### config.mk
export PLATFORM = sky130hd
export DESIGN_NAME = ipv4_rx_header_classifier_unit_flat
export DESIGN_NICKNAME = d
export VERILOG_FILES = /design/src/hdl/ihc_pkg.sv /design/src/hdl/ihc_in_if.sv /design/src/hdl/ihc_out_if.sv /design/src/hdl/ipv4_rx_header_classifier_unit.sv /design/src/hdl/ihc_sum_lane.sv /design/src/hdl/ihc_slot_lane.sv /design/src/hdl/ihc_merge.sv /design/src/flat_wrapper.sv
export VERILOG_INCLUDE_DIRS = /design/src /design/src/hdl
export SDC_FILE = /design/constraint.sdc
export NUM_CORES = 1
export LEC_CHECK = 0
export ABC_AREA = 1
export BUFFER_PORTS_ARGS = -buffer_cell sky130_fd_sc_hd__buf_4
export CAP_MARGIN = 40
export CORE_MARGIN = 5
export CORE_UTILIZATION = 50
export CTS_BUF_LIST = sky130_fd_sc_hd__clkbuf_16
export DETAILED_ROUTE_END_ITERATION = 8
export PLACE_DENSITY = 0.73
export SLEW_MARGIN = 20
export SYNTH_ARGS = -nofsm -noshare
export SYNTH_HDL_FRONTEND = slang
export SYNTH_SLANG_ARGS = --single-unit
### constraint.sdc
create_clock -name clk -period 15.9 [get_ports clk]
set_input_delay 3.18 -clock clk [delete_from_list [all_inputs] [get_ports clk]]
set_output_delay 3.18 -clock clk [all_outputs]
set_load 0.02 [all_outputs]
### src/hdl/ipv4_rx_header_classifier_unit_assert.svh
// Assertion macros shared by the classifier RTL.
// Both macros expect clk and rst_n in scope.
`ifndef IPV4_RX_HEADER_CLASSIFIER_UNIT_ASSERT_SVH
`define IPV4_RX_HEADER_CLASSIFIER_UNIT_ASSERT_SVH

`ifndef NO_ASSERTIONS
`define IHC_ASSERT_SAME(label, ante, cons) \
  label: assert property (@(posedge clk) disable iff (!rst_n) (ante) |-> (cons)) \
    else $error("ihc assertion failed: same-cycle implication");
`define IHC_ASSERT_NEXT(label, ante, cons) \
  label: assert property (@(posedge clk) disable iff (!rst_n) (ante) |=> (cons)) \
    else $error("ihc assertion failed: next-cycle implication");
`else
`define IHC_ASSERT_SAME(label, ante, cons)
`define IHC_ASSERT_NEXT(label, ante, cons)
`endif

`endif

### src/hdl/ihc_pkg.sv
package ihc_pkg;

  localparam int SLOT_REGS  = 4;
  localparam int PAIR_COUNT = 5;
  localparam int HW_COUNT   = 2 * PAIR_COUNT;

  localparam logic [15:0] HDR_BYTES     = 16'd20;
  localparam logic [3:0]  IP_VERSION    = 4'd4;
  localparam logic [3:0]  MIN_IHL       = 4'd5;
  localparam logic [15:0] FRAG_MF_MASK  = 16'h2000;
  localparam logic [15:0] FRAG_OFS_MASK = 16'h1FFF;
  localparam logic [15:0] ONES16        = 16'hffff;
  localparam logic [7:0]  PROTO_ICMP    = 8'd1;
  localparam logic [8:0]  SLOT_EMPTY    = 9'd256;

  // Register indexes (byte address / 4)
  localparam logic [2:0] REG_LOCAL_ADDR = 3'd0;
  localparam logic [2:0] REG_SLOT_FIRST = 3'd1;
  localparam logic [2:0] REG_SLOT_LAST  = 3'd4;

  typedef enum logic [3:0] {
    V_SLOT        = 4'd0,
    V_ICMP        = 4'd1,
    V_SHORT       = 4'd2,
    V_VERSION     = 4'd3,
    V_OPTIONS     = 4'd4,
    V_FRAGMENT    = 4'd5,
    V_CHECKSUM    = 4'd6,
    V_NOT_OURS    = 4'd7,
    V_UNSUPPORTED = 4'd8
  } verdict_t;

  typedef struct packed {
    logic [15:0] hw0;
    logic [15:0] hw1;
    logic [15:0] hw2;
    logic [15:0] hw3;
    logic [15:0] hw4;
    logic [15:0] hw5;
    logic [15:0] hw6;
    logic [15:0] hw7;
    logic [15:0] hw8;
    logic [15:0] hw9;
    logic [15:0] frame_bytes;
  } hdr_t;

  typedef struct packed {
    verdict_t    verdict;
    logic [1:0]  slot_index;
    logic [31:0] source_address;
    logic [15:0] payload_bytes;
    logic [7:0]  protocol_number;
  } res_t;

  // Findings of the first stage, handed to the merge stage
  typedef struct packed {
    logic                         is_short;
    logic                         bad_version;
    logic                         has_options;
    logic                         is_fragment;
    logic                         not_ours;
    logic [PAIR_COUNT-1:0][16:0]  pair_sum;
    logic [31:0]                  source_address;
    logic [15:0]                  payload_bytes;
    logic [7:0]                   protocol_number;
  } chk_t;

endpackage

### src/hdl/ihc_in_if.sv
interface ihc_in_if;
  logic          valid;
  logic          ready;
  ihc_pkg::hdr_t data;

  modport source (output valid, output data, input ready);
  modport sink   (input valid, input data, output ready);
endinterface

### src/hdl/ihc_out_if.sv
interface ihc_out_if;
  logic          valid;
  logic          ready;
  ihc_pkg::res_t data;

  modport source (output valid, output data, input ready);
  modport sink   (input valid, input data, output ready);
endinterface

### src/hdl/ipv4_rx_header_classifier_unit.sv
// Pipeline: an accepted header is registered in the first stage, then in the
//   output register, which offers the result on out_ch.
// Throughput: one header per cycle while out_ch takes every result; a stalled
//   result holds off intake once the first stage and the output register both
//   hold a header.
// Reset (rst_n low, synchronous): both stages empty, local address 0,
//   all handler slots empty (256).
`include "ipv4_rx_header_classifier_unit_assert.svh"

module ipv4_rx_header_classifier_unit #(
  parameter int SLOT_COUNT = 4
) (
  input  logic        clk,
  input  logic        rst_n,
  ihc_in_if.sink      in_ch,
  ihc_out_if.source   out_ch,
  input  logic        psel,
  input  logic        penable,
  input  logic        pwrite,
  input  logic [4:0]  paddr,
  input  logic [31:0] pwdata,
  output logic [31:0] prdata,
  output logic        pready
);

  // Only the first SLOT_COUNT slots are searched, capped by the register count
  localparam int LANES = (SLOT_COUNT < ihc_pkg::SLOT_REGS) ? SLOT_COUNT
                                                            : ihc_pkg::SLOT_REGS;

  // ---------------------------------------------------------------------
  // Configuration registers
  // ---------------------------------------------------------------------
  logic [31:0] local_addr_r, local_addr_nxt;
  logic [8:0]  slot_proto_r   [ihc_pkg::SLOT_REGS];
  logic [8:0]  slot_proto_nxt [ihc_pkg::SLOT_REGS];
  logic [2:0]  reg_idx;
  logic [2:0]  slot_off;
  logic        cfg_wr;

  assign pready   = 1'b1;
  assign reg_idx  = paddr[4:2];
  assign slot_off = reg_idx - ihc_pkg::REG_SLOT_FIRST;
  assign cfg_wr   = psel && penable && pwrite && pready;

  // Write the addressed register; writes past the list are dropped
  always_comb begin
    local_addr_nxt = local_addr_r;
    slot_proto_nxt = slot_proto_r;
    if (cfg_wr) begin
      if (reg_idx == ihc_pkg::REG_LOCAL_ADDR) begin
        local_addr_nxt = pwdata;
      end else if (reg_idx inside {[ihc_pkg::REG_SLOT_FIRST:ihc_pkg::REG_SLOT_LAST]}) begin
        slot_proto_nxt[slot_off[1:0]] = pwdata[8:0];
      end
    end
  end

  always_ff @(posedge clk) begin
    if (!rst_n) begin
      local_addr_r <= '0;
      for (int i = 0; i < ihc_pkg::SLOT_REGS; i++) begin
        slot_proto_r[i] <= ihc_pkg::SLOT_EMPTY;
      end
    end else begin
      local_addr_r <= local_addr_nxt;
      slot_proto_r <= slot_proto_nxt;
    end
  end

  always_comb begin
    prdata = '0;
    if (reg_idx == ihc_pkg::REG_LOCAL_ADDR) begin
      prdata = local_addr_r;
    end else if (reg_idx inside {[ihc_pkg::REG_SLOT_FIRST:ihc_pkg::REG_SLOT_LAST]}) begin
      prdata = {23'b0, slot_proto_r[slot_off[1:0]]};
    end
  end

  // ---------------------------------------------------------------------
  // Handshake: each stage advances when it is empty or its successor moves
  // ---------------------------------------------------------------------
  logic s1_valid_r, s1_valid_nxt;
  logic out_valid_r, out_valid_nxt;
  logic out_adv;
  logic s1_adv;

  assign out_adv     = !out_valid_r || out_ch.ready;
  assign s1_adv      = !s1_valid_r || out_adv;
  assign in_ch.ready = s1_adv;

  assign s1_valid_nxt  = s1_adv  ? in_ch.valid : s1_valid_r;
  assign out_valid_nxt = out_adv ? s1_valid_r  : out_valid_r;

  always_ff @(posedge clk) begin
    if (!rst_n) begin
      s1_valid_r  <= 1'b0;
      out_valid_r <= 1'b0;
    end else begin
      s1_valid_r  <= s1_valid_nxt;
      out_valid_r <= out_valid_nxt;
    end
  end

  // ---------------------------------------------------------------------
  // Stage 1: header field checks, checksum lanes and slot lanes
  // ---------------------------------------------------------------------
  ihc_pkg::hdr_t hdr;
  ihc_pkg::chk_t chk;
  logic [15:0]   hw_a [ihc_pkg::HW_COUNT];
  logic [LANES-1:0] hit;
  logic [3:0]    ihl;

  assign hdr = in_ch.data;
  assign ihl = hdr.hw0[11:8];

  assign hw_a[0] = hdr.hw0;
  assign hw_a[1] = hdr.hw1;
  assign hw_a[2] = hdr.hw2;
  assign hw_a[3] = hdr.hw3;
  assign hw_a[4] = hdr.hw4;
  assign hw_a[5] = hdr.hw5;
  assign hw_a[6] = hdr.hw6;
  assign hw_a[7] = hdr.hw7;
  assign hw_a[8] = hdr.hw8;
  assign hw_a[9] = hdr.hw9;

  for (genvar g = 0; g < ihc_pkg::PAIR_COUNT; g++) begin : g_sum
    ihc_sum_lane u_sum (
      .hw_a     (hw_a[2*g]),
      .hw_b     (hw_a[2*g+1]),
      .pair_sum (chk.pair_sum[g])
    );
  end

  for (genvar g = 0; g < LANES; g++) begin : g_slot
    ihc_slot_lane u_slot (
      .protocol_number (hdr.hw4[7:0]),
      .slot_protocol   (slot_proto_r[g]),
      .hit             (hit[g])
    );
  end

  assign chk.is_short        = hdr.frame_bytes < ihc_pkg::HDR_BYTES;
  assign chk.bad_version     = (hdr.hw0[15:12] != ihc_pkg::IP_VERSION) ||
                               (ihl < ihc_pkg::MIN_IHL);
  assign chk.has_options     = ihl > ihc_pkg::MIN_IHL;
  assign chk.is_fragment     = ((hdr.hw3 & ihc_pkg::FRAG_MF_MASK) != '0) ||
                               ((hdr.hw3 & ihc_pkg::FRAG_OFS_MASK) != '0);
  assign chk.not_ours        = {hdr.hw8, hdr.hw9} != local_addr_r;
  assign chk.source_address  = {hdr.hw6, hdr.hw7};
  // Saturate the payload length at zero
  assign chk.payload_bytes   = (hdr.hw1 >= ihc_pkg::HDR_BYTES) ?
                               (hdr.hw1 - ihc_pkg::HDR_BYTES) : '0;
  assign chk.protocol_number = hdr.hw4[7:0];

  ihc_pkg::chk_t    s1_chk_r;
  logic [LANES-1:0] s1_hit_r;

  // Payload registers: load on each transfer into the stage, else hold
  always_ff @(posedge clk) begin
    if (s1_adv && in_ch.valid) begin
      s1_chk_r <= chk;
      s1_hit_r <= hit;
    end
  end

  // ---------------------------------------------------------------------
  // Stage 2: merge lane findings into the verdict, then the output register
  // ---------------------------------------------------------------------
  ihc_pkg::res_t res;
  ihc_pkg::res_t out_data_r;

  ihc_merge #(
    .LANES (LANES)
  ) u_merge (
    .chk (s1_chk_r),
    .hit (s1_hit_r),
    .res (res)
  );

  always_ff @(posedge clk) begin
    if (out_adv && s1_valid_r) begin
      out_data_r <= res;
    end
  end

  assign out_ch.valid = out_valid_r;
  assign out_ch.data  = out_data_r;

  // ---------------------------------------------------------------------
  // Assertions
  // ---------------------------------------------------------------------
  // A full first stage reaches the output as soon as the output can move
  `IHC_ASSERT_NEXT(a_s1_to_out, s1_valid_r && out_adv, out_valid_r)
  // An empty first stage never holds off intake
  `IHC_ASSERT_SAME(a_ready_when_empty, !s1_valid_r, in_ch.ready)
  // A slot verdict names a slot that holds the reported protocol
  `IHC_ASSERT_SAME(a_slot_matches,
    out_valid_r && (out_data_r.verdict == ihc_pkg::V_SLOT),
    slot_proto_r[out_data_r.slot_index] == {1'b0, out_data_r.protocol_number})
  // Slot index is zero unless a slot was chosen
  `IHC_ASSERT_SAME(a_slot_idx_zero,
    out_valid_r && (out_data_r.verdict != ihc_pkg::V_SLOT),
    out_data_r.slot_index == '0)

endmodule

### src/hdl/ihc_sum_lane.sv
// One checksum lane: add a pair of header halfwords.
module ihc_sum_lane (
  input  logic [15:0] hw_a,
  input  logic [15:0] hw_b,
  output logic [16:0] pair_sum
);

  assign pair_sum = {1'b0, hw_a} + {1'b0, hw_b};

endmodule

### src/hdl/ihc_slot_lane.sv
// One handler slot lane: compare the slot register with the protocol.
// Values above 255, the empty mark among them, never match.
module ihc_slot_lane (
  input  logic [7:0] protocol_number,
  input  logic [8:0] slot_protocol,
  output logic       hit
);

  assign hit = (slot_protocol == {1'b0, protocol_number});

endmodule

### src/hdl/ihc_merge.sv
// Merge stage: fold the lane sums into the one's-complement checksum,
// pick the first slot hit and apply the check priority.
module ihc_merge #(
  parameter int LANES = 4
) (
  input  ihc_pkg::chk_t     chk,
  input  logic [LANES-1:0]  hit,
  output ihc_pkg::res_t     res
);

  logic [19:0] total;
  logic [16:0] fold1;
  logic [15:0] fold2;
  logic        sum_ok;
  logic        found;
  logic [1:0]  first_slot;

  always_comb begin
    total = '0;
    for (int p = 0; p < ihc_pkg::PAIR_COUNT; p++) begin
      total = total + {3'b0, chk.pair_sum[p]};
    end
  end

  // Sum mod 0xffff is zero when the folded value is all zeros or all ones
  assign fold1  = {1'b0, total[15:0]} + {13'b0, total[19:16]};
  assign fold2  = fold1[15:0] + {15'b0, fold1[16]};
  assign sum_ok = (fold2 == '0) || (fold2 == ihc_pkg::ONES16);

  // Lowest-numbered hit wins
  always_comb begin
    found      = 1'b0;
    first_slot = '0;
    for (int i = LANES - 1; i >= 0; i--) begin
      if (hit[i]) begin
        found      = 1'b1;
        first_slot = 2'(i);
      end
    end
  end

  always_comb begin
    res.slot_index      = '0;
    res.source_address  = chk.source_address;
    res.payload_bytes   = chk.payload_bytes;
    res.protocol_number = chk.protocol_number;
    if (chk.is_short) begin
      res.verdict = ihc_pkg::V_SHORT;
    end else if (chk.bad_version) begin
      res.verdict = ihc_pkg::V_VERSION;
    end else if (chk.has_options) begin
      res.verdict = ihc_pkg::V_OPTIONS;
    end else if (chk.is_fragment) begin
      res.verdict = ihc_pkg::V_FRAGMENT;
    end else if (!sum_ok) begin
      res.verdict = ihc_pkg::V_CHECKSUM;
    end else if (chk.not_ours) begin
      res.verdict = ihc_pkg::V_NOT_OURS;
    end else if (found) begin
      res.verdict    = ihc_pkg::V_SLOT;
      res.slot_index = first_slot;
    end else if (chk.protocol_number == ihc_pkg::PROTO_ICMP) begin
      res.verdict = ihc_pkg::V_ICMP;
    end else begin
      res.verdict = ihc_pkg::V_UNSUPPORTED;
    end
  end

endmodule

### src/flat_wrapper.sv
// flat-port wrapper written by rule: the top's interface ports become plain ports
module ipv4_rx_header_classifier_unit_flat 
#(
  parameter int SLOT_COUNT = 4
)
  (clk, rst_n, psel, penable, pwrite, paddr, pwdata, prdata, pready, in_ch_valid, in_ch_data, in_ch_ready, out_ch_valid, out_ch_data, out_ch_ready);
  ihc_in_if in_ch_i ();
  ihc_out_if out_ch_i ();
  input  logic clk;
  input  logic rst_n;
  input  logic psel;
  input  logic penable;
  input  logic pwrite;
  input  logic [4:0] paddr;
  input  logic [31:0] pwdata;
  output logic [31:0] prdata;
  output logic pready;
  input wire logic [$bits(in_ch_i.valid)-1:0] in_ch_valid;
  input wire logic [$bits(in_ch_i.data)-1:0] in_ch_data;
  output wire logic [$bits(in_ch_i.ready)-1:0] in_ch_ready;
  output wire logic [$bits(out_ch_i.valid)-1:0] out_ch_valid;
  output wire logic [$bits(out_ch_i.data)-1:0] out_ch_data;
  input wire logic [$bits(out_ch_i.ready)-1:0] out_ch_ready;
  assign in_ch_i.valid = in_ch_valid;
  assign in_ch_i.data = in_ch_data;
  assign in_ch_ready = in_ch_i.ready;
  assign out_ch_valid = out_ch_i.valid;
  assign out_ch_data = out_ch_i.data;
  assign out_ch_i.ready = out_ch_ready;
  ipv4_rx_header_classifier_unit #(.SLOT_COUNT(SLOT_COUNT)) u_core (.clk(clk), .rst_n(rst_n), .in_ch(in_ch_i), .out_ch(out_ch_i), .psel(psel), .penable(penable), .pwrite(pwrite), .paddr(paddr), .pwdata(pwdata), .prdata(prdata), .pready(pready));
endmodule
==> impl_metrics.tcl <==
set metrics [dict create \
    setup_viol 0 \
    p_leak_uw 0.00971 \
    syn_area_um2 17300 \
    cts_buffers 30 \
    dp_hpwl_um 36600 \
    post_cts_buffers 0 \
    layout.nets 2597 \
    endpoint_kind "output port" \
    rsz0062_at_grt "false" \
    cpPeakStageDelay_ns 0.44 \
    synth.largest_area_cell "edfxtp_1" \
    fmax_ghz 0.112 \
    finalHoldWorstSlack_ns 0.405 \
    route.detailed.drc 0 \
    ys.flop_type "edfxtp_1" \
    diodes 0 \
    synthTopCellsByArea "edfxtp_1, ha_1, dfxtp_1" \
    drive_gt1_frac 0.195 \
    critPathMostFrequentCell "inv_1" \
    grt_max_degree 69 \
    crit_slowest_cell "inv_1" \
    ant_nets 0 \
    crit_fanout 28 \
    dieArea_um2 38400 \
    syn_inst 1888 \
    post-route-period-util 0.563 \
    cts_max_path_buffers 3 \
    avgRoutedWirePerCell_um 17.1 \
    async_flop_share 0 \
    drv_slew 0 \
    clkTransAtPathRegs_ns 0.06 \
    grtUsageTotal 0.235 \
    ctsHoldBuffers 0 \
    wirelength_um 45900 \
    fin_tns_setup_ns 0 \
    start_util 0.503 \
    die_w_um 196 \
    routabilityCongestion 0.921 \
    clock_sinks 282 \
    max_cap_violations 0 \
    grt_pass1_wl_um 72400 \
    core_um2 34400 \
    ys_seq_area_frac 0.449 \
    post_cts_resized 0 \
    hp-start "u_core.s1_chk_r[33]$_DFFE_PP_" \
    drt_iter0_markers 979 \
    ir_drop_mv 0.168 \
    clockRootBuffer "clkbuf_16" \
    ys_ff_latch 282 \
    critPathLaunchType "input pin" \
    max_slew_margin 0.446 \
    path_delay_family "buffers and inverters" \
    crit_start "paddr[2]" \
    synth_edf_count 212 \
    worstPathArrival_ns 5.77 \
    avgSynthCellArea_um2 9.15 \
    port_buffers 311 \
    crit_type "input pin to output port" \
    crit_chain "buf_4 -> inv_1 -> ha_1 -> inv_1 -> nor2_1 -> inv_1 -> nand2_1 -> inv_1 -> nand3_1 -> o21ai_0 -> buf_4" \
    clk_latency_ns 0.57 \
    area_delta_synth_final_pct 22.8 \
    cts_tree "done" \
    ys_warn_count 0 \
    rr_startpoint "u_core.s1_chk_r[90]$_DFFE_PP_" \
    rows 68 \
    tightest_slew_ns 0.809 \
    overflow 0 \
    skew_ns 0.0194 \
    grt_pass1_vias 14100 \
    fin_crit_ns 8.95 \
    cts.htree.levels 1 \
    required_ns 12.72 \
    status "finished clean" \
    finalHoldViolCount 0 \
    num_vias 14000 \
    powerDensity_nw_per_um2 188 \
    holdCritPathClass "flip-flop to flip-flop" \
    synth_top_area_frac 0.368 \
    cp_num_buf_inv 6 \
    synth_cell_type_count 46 \
    synthesis.nets 2278 \
    vias_per_cell 5.22 \
    dr.pass1.iters 7 \
    io_pins 317 \
    die_h_um 196 \
    antenna_found_initial 0 \
]
[kinds of logic (layout without fill, tap and decap cells)]
| kind of cell | Yosys count | in the layout | synth area share |
|---|---|---|---|
| adders and majority gates | 170 | 170 | 0.147 |
| AOI/OAI and AO/OA | 312 | 312 | 0.0983 |
| and+or+nand+nor | 653 | 653 | 0.170 |
| other | 1 | 1 | 0.000217 |
| xor gates and xnor gates | 110 | 110 | 0.0558 |
| DFF | 282 | 282 | 0.449 |
| buffers and inverters | 360 | 703 | 0.0786 |
[through the flow]
step	total power, uW	util	cell area (um2)	std cells	worst slack, ns
after floorplan	2750	-	17300	1888	7.61
after global placement	3200	0.585	20100	2627	6.67
after detailed placement	3260	0.586	20100	2629	7.03
after CTS	4020	0.617	21200	2685	7.03
after global routing	4390	0.617	21200	2686	6.87
final	4000	0.617	21200	2686	6.95
[layout by cell type, fill, tap and decap left out, types with 6 or more instances in the layout]
cell	instances
inv_1	321
buf_4	315
nand2_1	301
edfxtp_1	212
a21oi_1	168
nor2_1	131
nand3_1	126
ha_1	114
o21ai_0	93
dfxtp_1	70
xor2_1	67
fa_1	56
xnor2_1	43
clkbuf_16	30
nand2_2	22
nand4_1	16
o22ai_1	12
nor2_2	11
a211oi_1	10
nor4_1	10
nor3_1	9
inv_2	9
clkinv_1	8
or2_2	8
nand3_2	7
bufinv_16	6
[area by class of cell]
class / instances / area [um2]
clock buffers: 30 / 751
well taps: 455 / 569
fillers: 2944 / 13200
repair buffers: 317 / 2410
inverters: 330 / 1240
flip-flops and latches: 282 / 7770
clock inverters: 26 / 313
multi-input cells: 1246 / 8170
[worst register-to-register path, delay by kind of cell, from the launching register on]
| family | cells | cell delay [ns] |
|---|---|---|
| AND/OR/NAND/NOR | 36 | 3.73 |
| buffers and inverters | 7 | 0.50 |
| flip-flops | 1 | 0.50 |
| AO/OA/AOI/OAI | 2 | 0.51 |
| adder cells (fa/ha/maj) | 8 | 2.60 |
[cells in the mapped netlist, types with 2 or more instances]
| cell | count |
|---|---|
| inv_1 | 319 |
| nand2_1 | 301 |
| edfxtp_1 | 212 |
| a21oi_1 | 169 |
| nor2_1 | 131 |
| nand3_1 | 126 |
| ha_1 | 114 |
| o21ai_0 | 93 |
| dfxtp_1 | 70 |
| xor2_1 | 67 |
| fa_1 | 56 |
| xnor2_1 | 43 |
| clkbuf_1 | 28 |
| nand2_2 | 22 |
| nand4_1 | 16 |
| o22ai_1 | 12 |
| nor2_2 | 11 |
| a211oi_1 | 10 |
| nor4_1 | 10 |
| inv_2 | 9 |
| nor3_1 | 9 |
| or2_2 | 8 |
| nand3_2 | 7 |
| o2111ai_1 | 5 |
| a221oi_1 | 4 |
| a32o_1 | 4 |
| nand2_4 | 3 |
| nor2_8 | 3 |
| o211ai_1 | 3 |
| a2111oi_0 | 2 |
| a21oi_2 | 2 |
| buf_4 | 2 |
| clkinv_1 | 2 |
| o21bai_1 | 2 |
| o221ai_1 | 2 |
[final timing paths]
path | endpoint | slack (ns) | cells after the start
max | prdata[5] | 6.95 | 11
min | u_core.out_ch.data[33]$_DFFE_PP_ | 0.40 | 0
max reg2reg | u_core.out_ch.data[60]$_SDFFCE_PP0P_ | 7.84 | 53
min reg2reg | u_core.out_ch.data[33]$_DFFE_PP_ | 0.40 | 0
[flip-flops by register name, indices dropped and copies added (netlist names)]
name	cells
u_core.local_addr_r	32
u_core.s1_chk_r	146
u_core.s1_hit_r	4
u_core.s1_valid_r	1
u_core.out_ch.valid	1
u_core.out_ch.data	62
u_core.slot_proto_r	36
[where the power goes]
part / switching (uW) / total [uW] / internal (uW)
Sequential: 23.7 / 881 / 857
Clock: 301 / 745 / 444
Combinational: 1580 / 2370 / 792
Total: 1900 / 4000 / 2090
[metal layers]
layer  GRT usage  share of wire  up-vias
met2       0.425           0.51      402
met4      0.0383          0.012        0
met5           0              0        -
met1       0.302           0.42     6657
li1            -              -     6905
met3      0.0380          0.060       48
No activity file was read; power rests on OpenSTA's default activity.
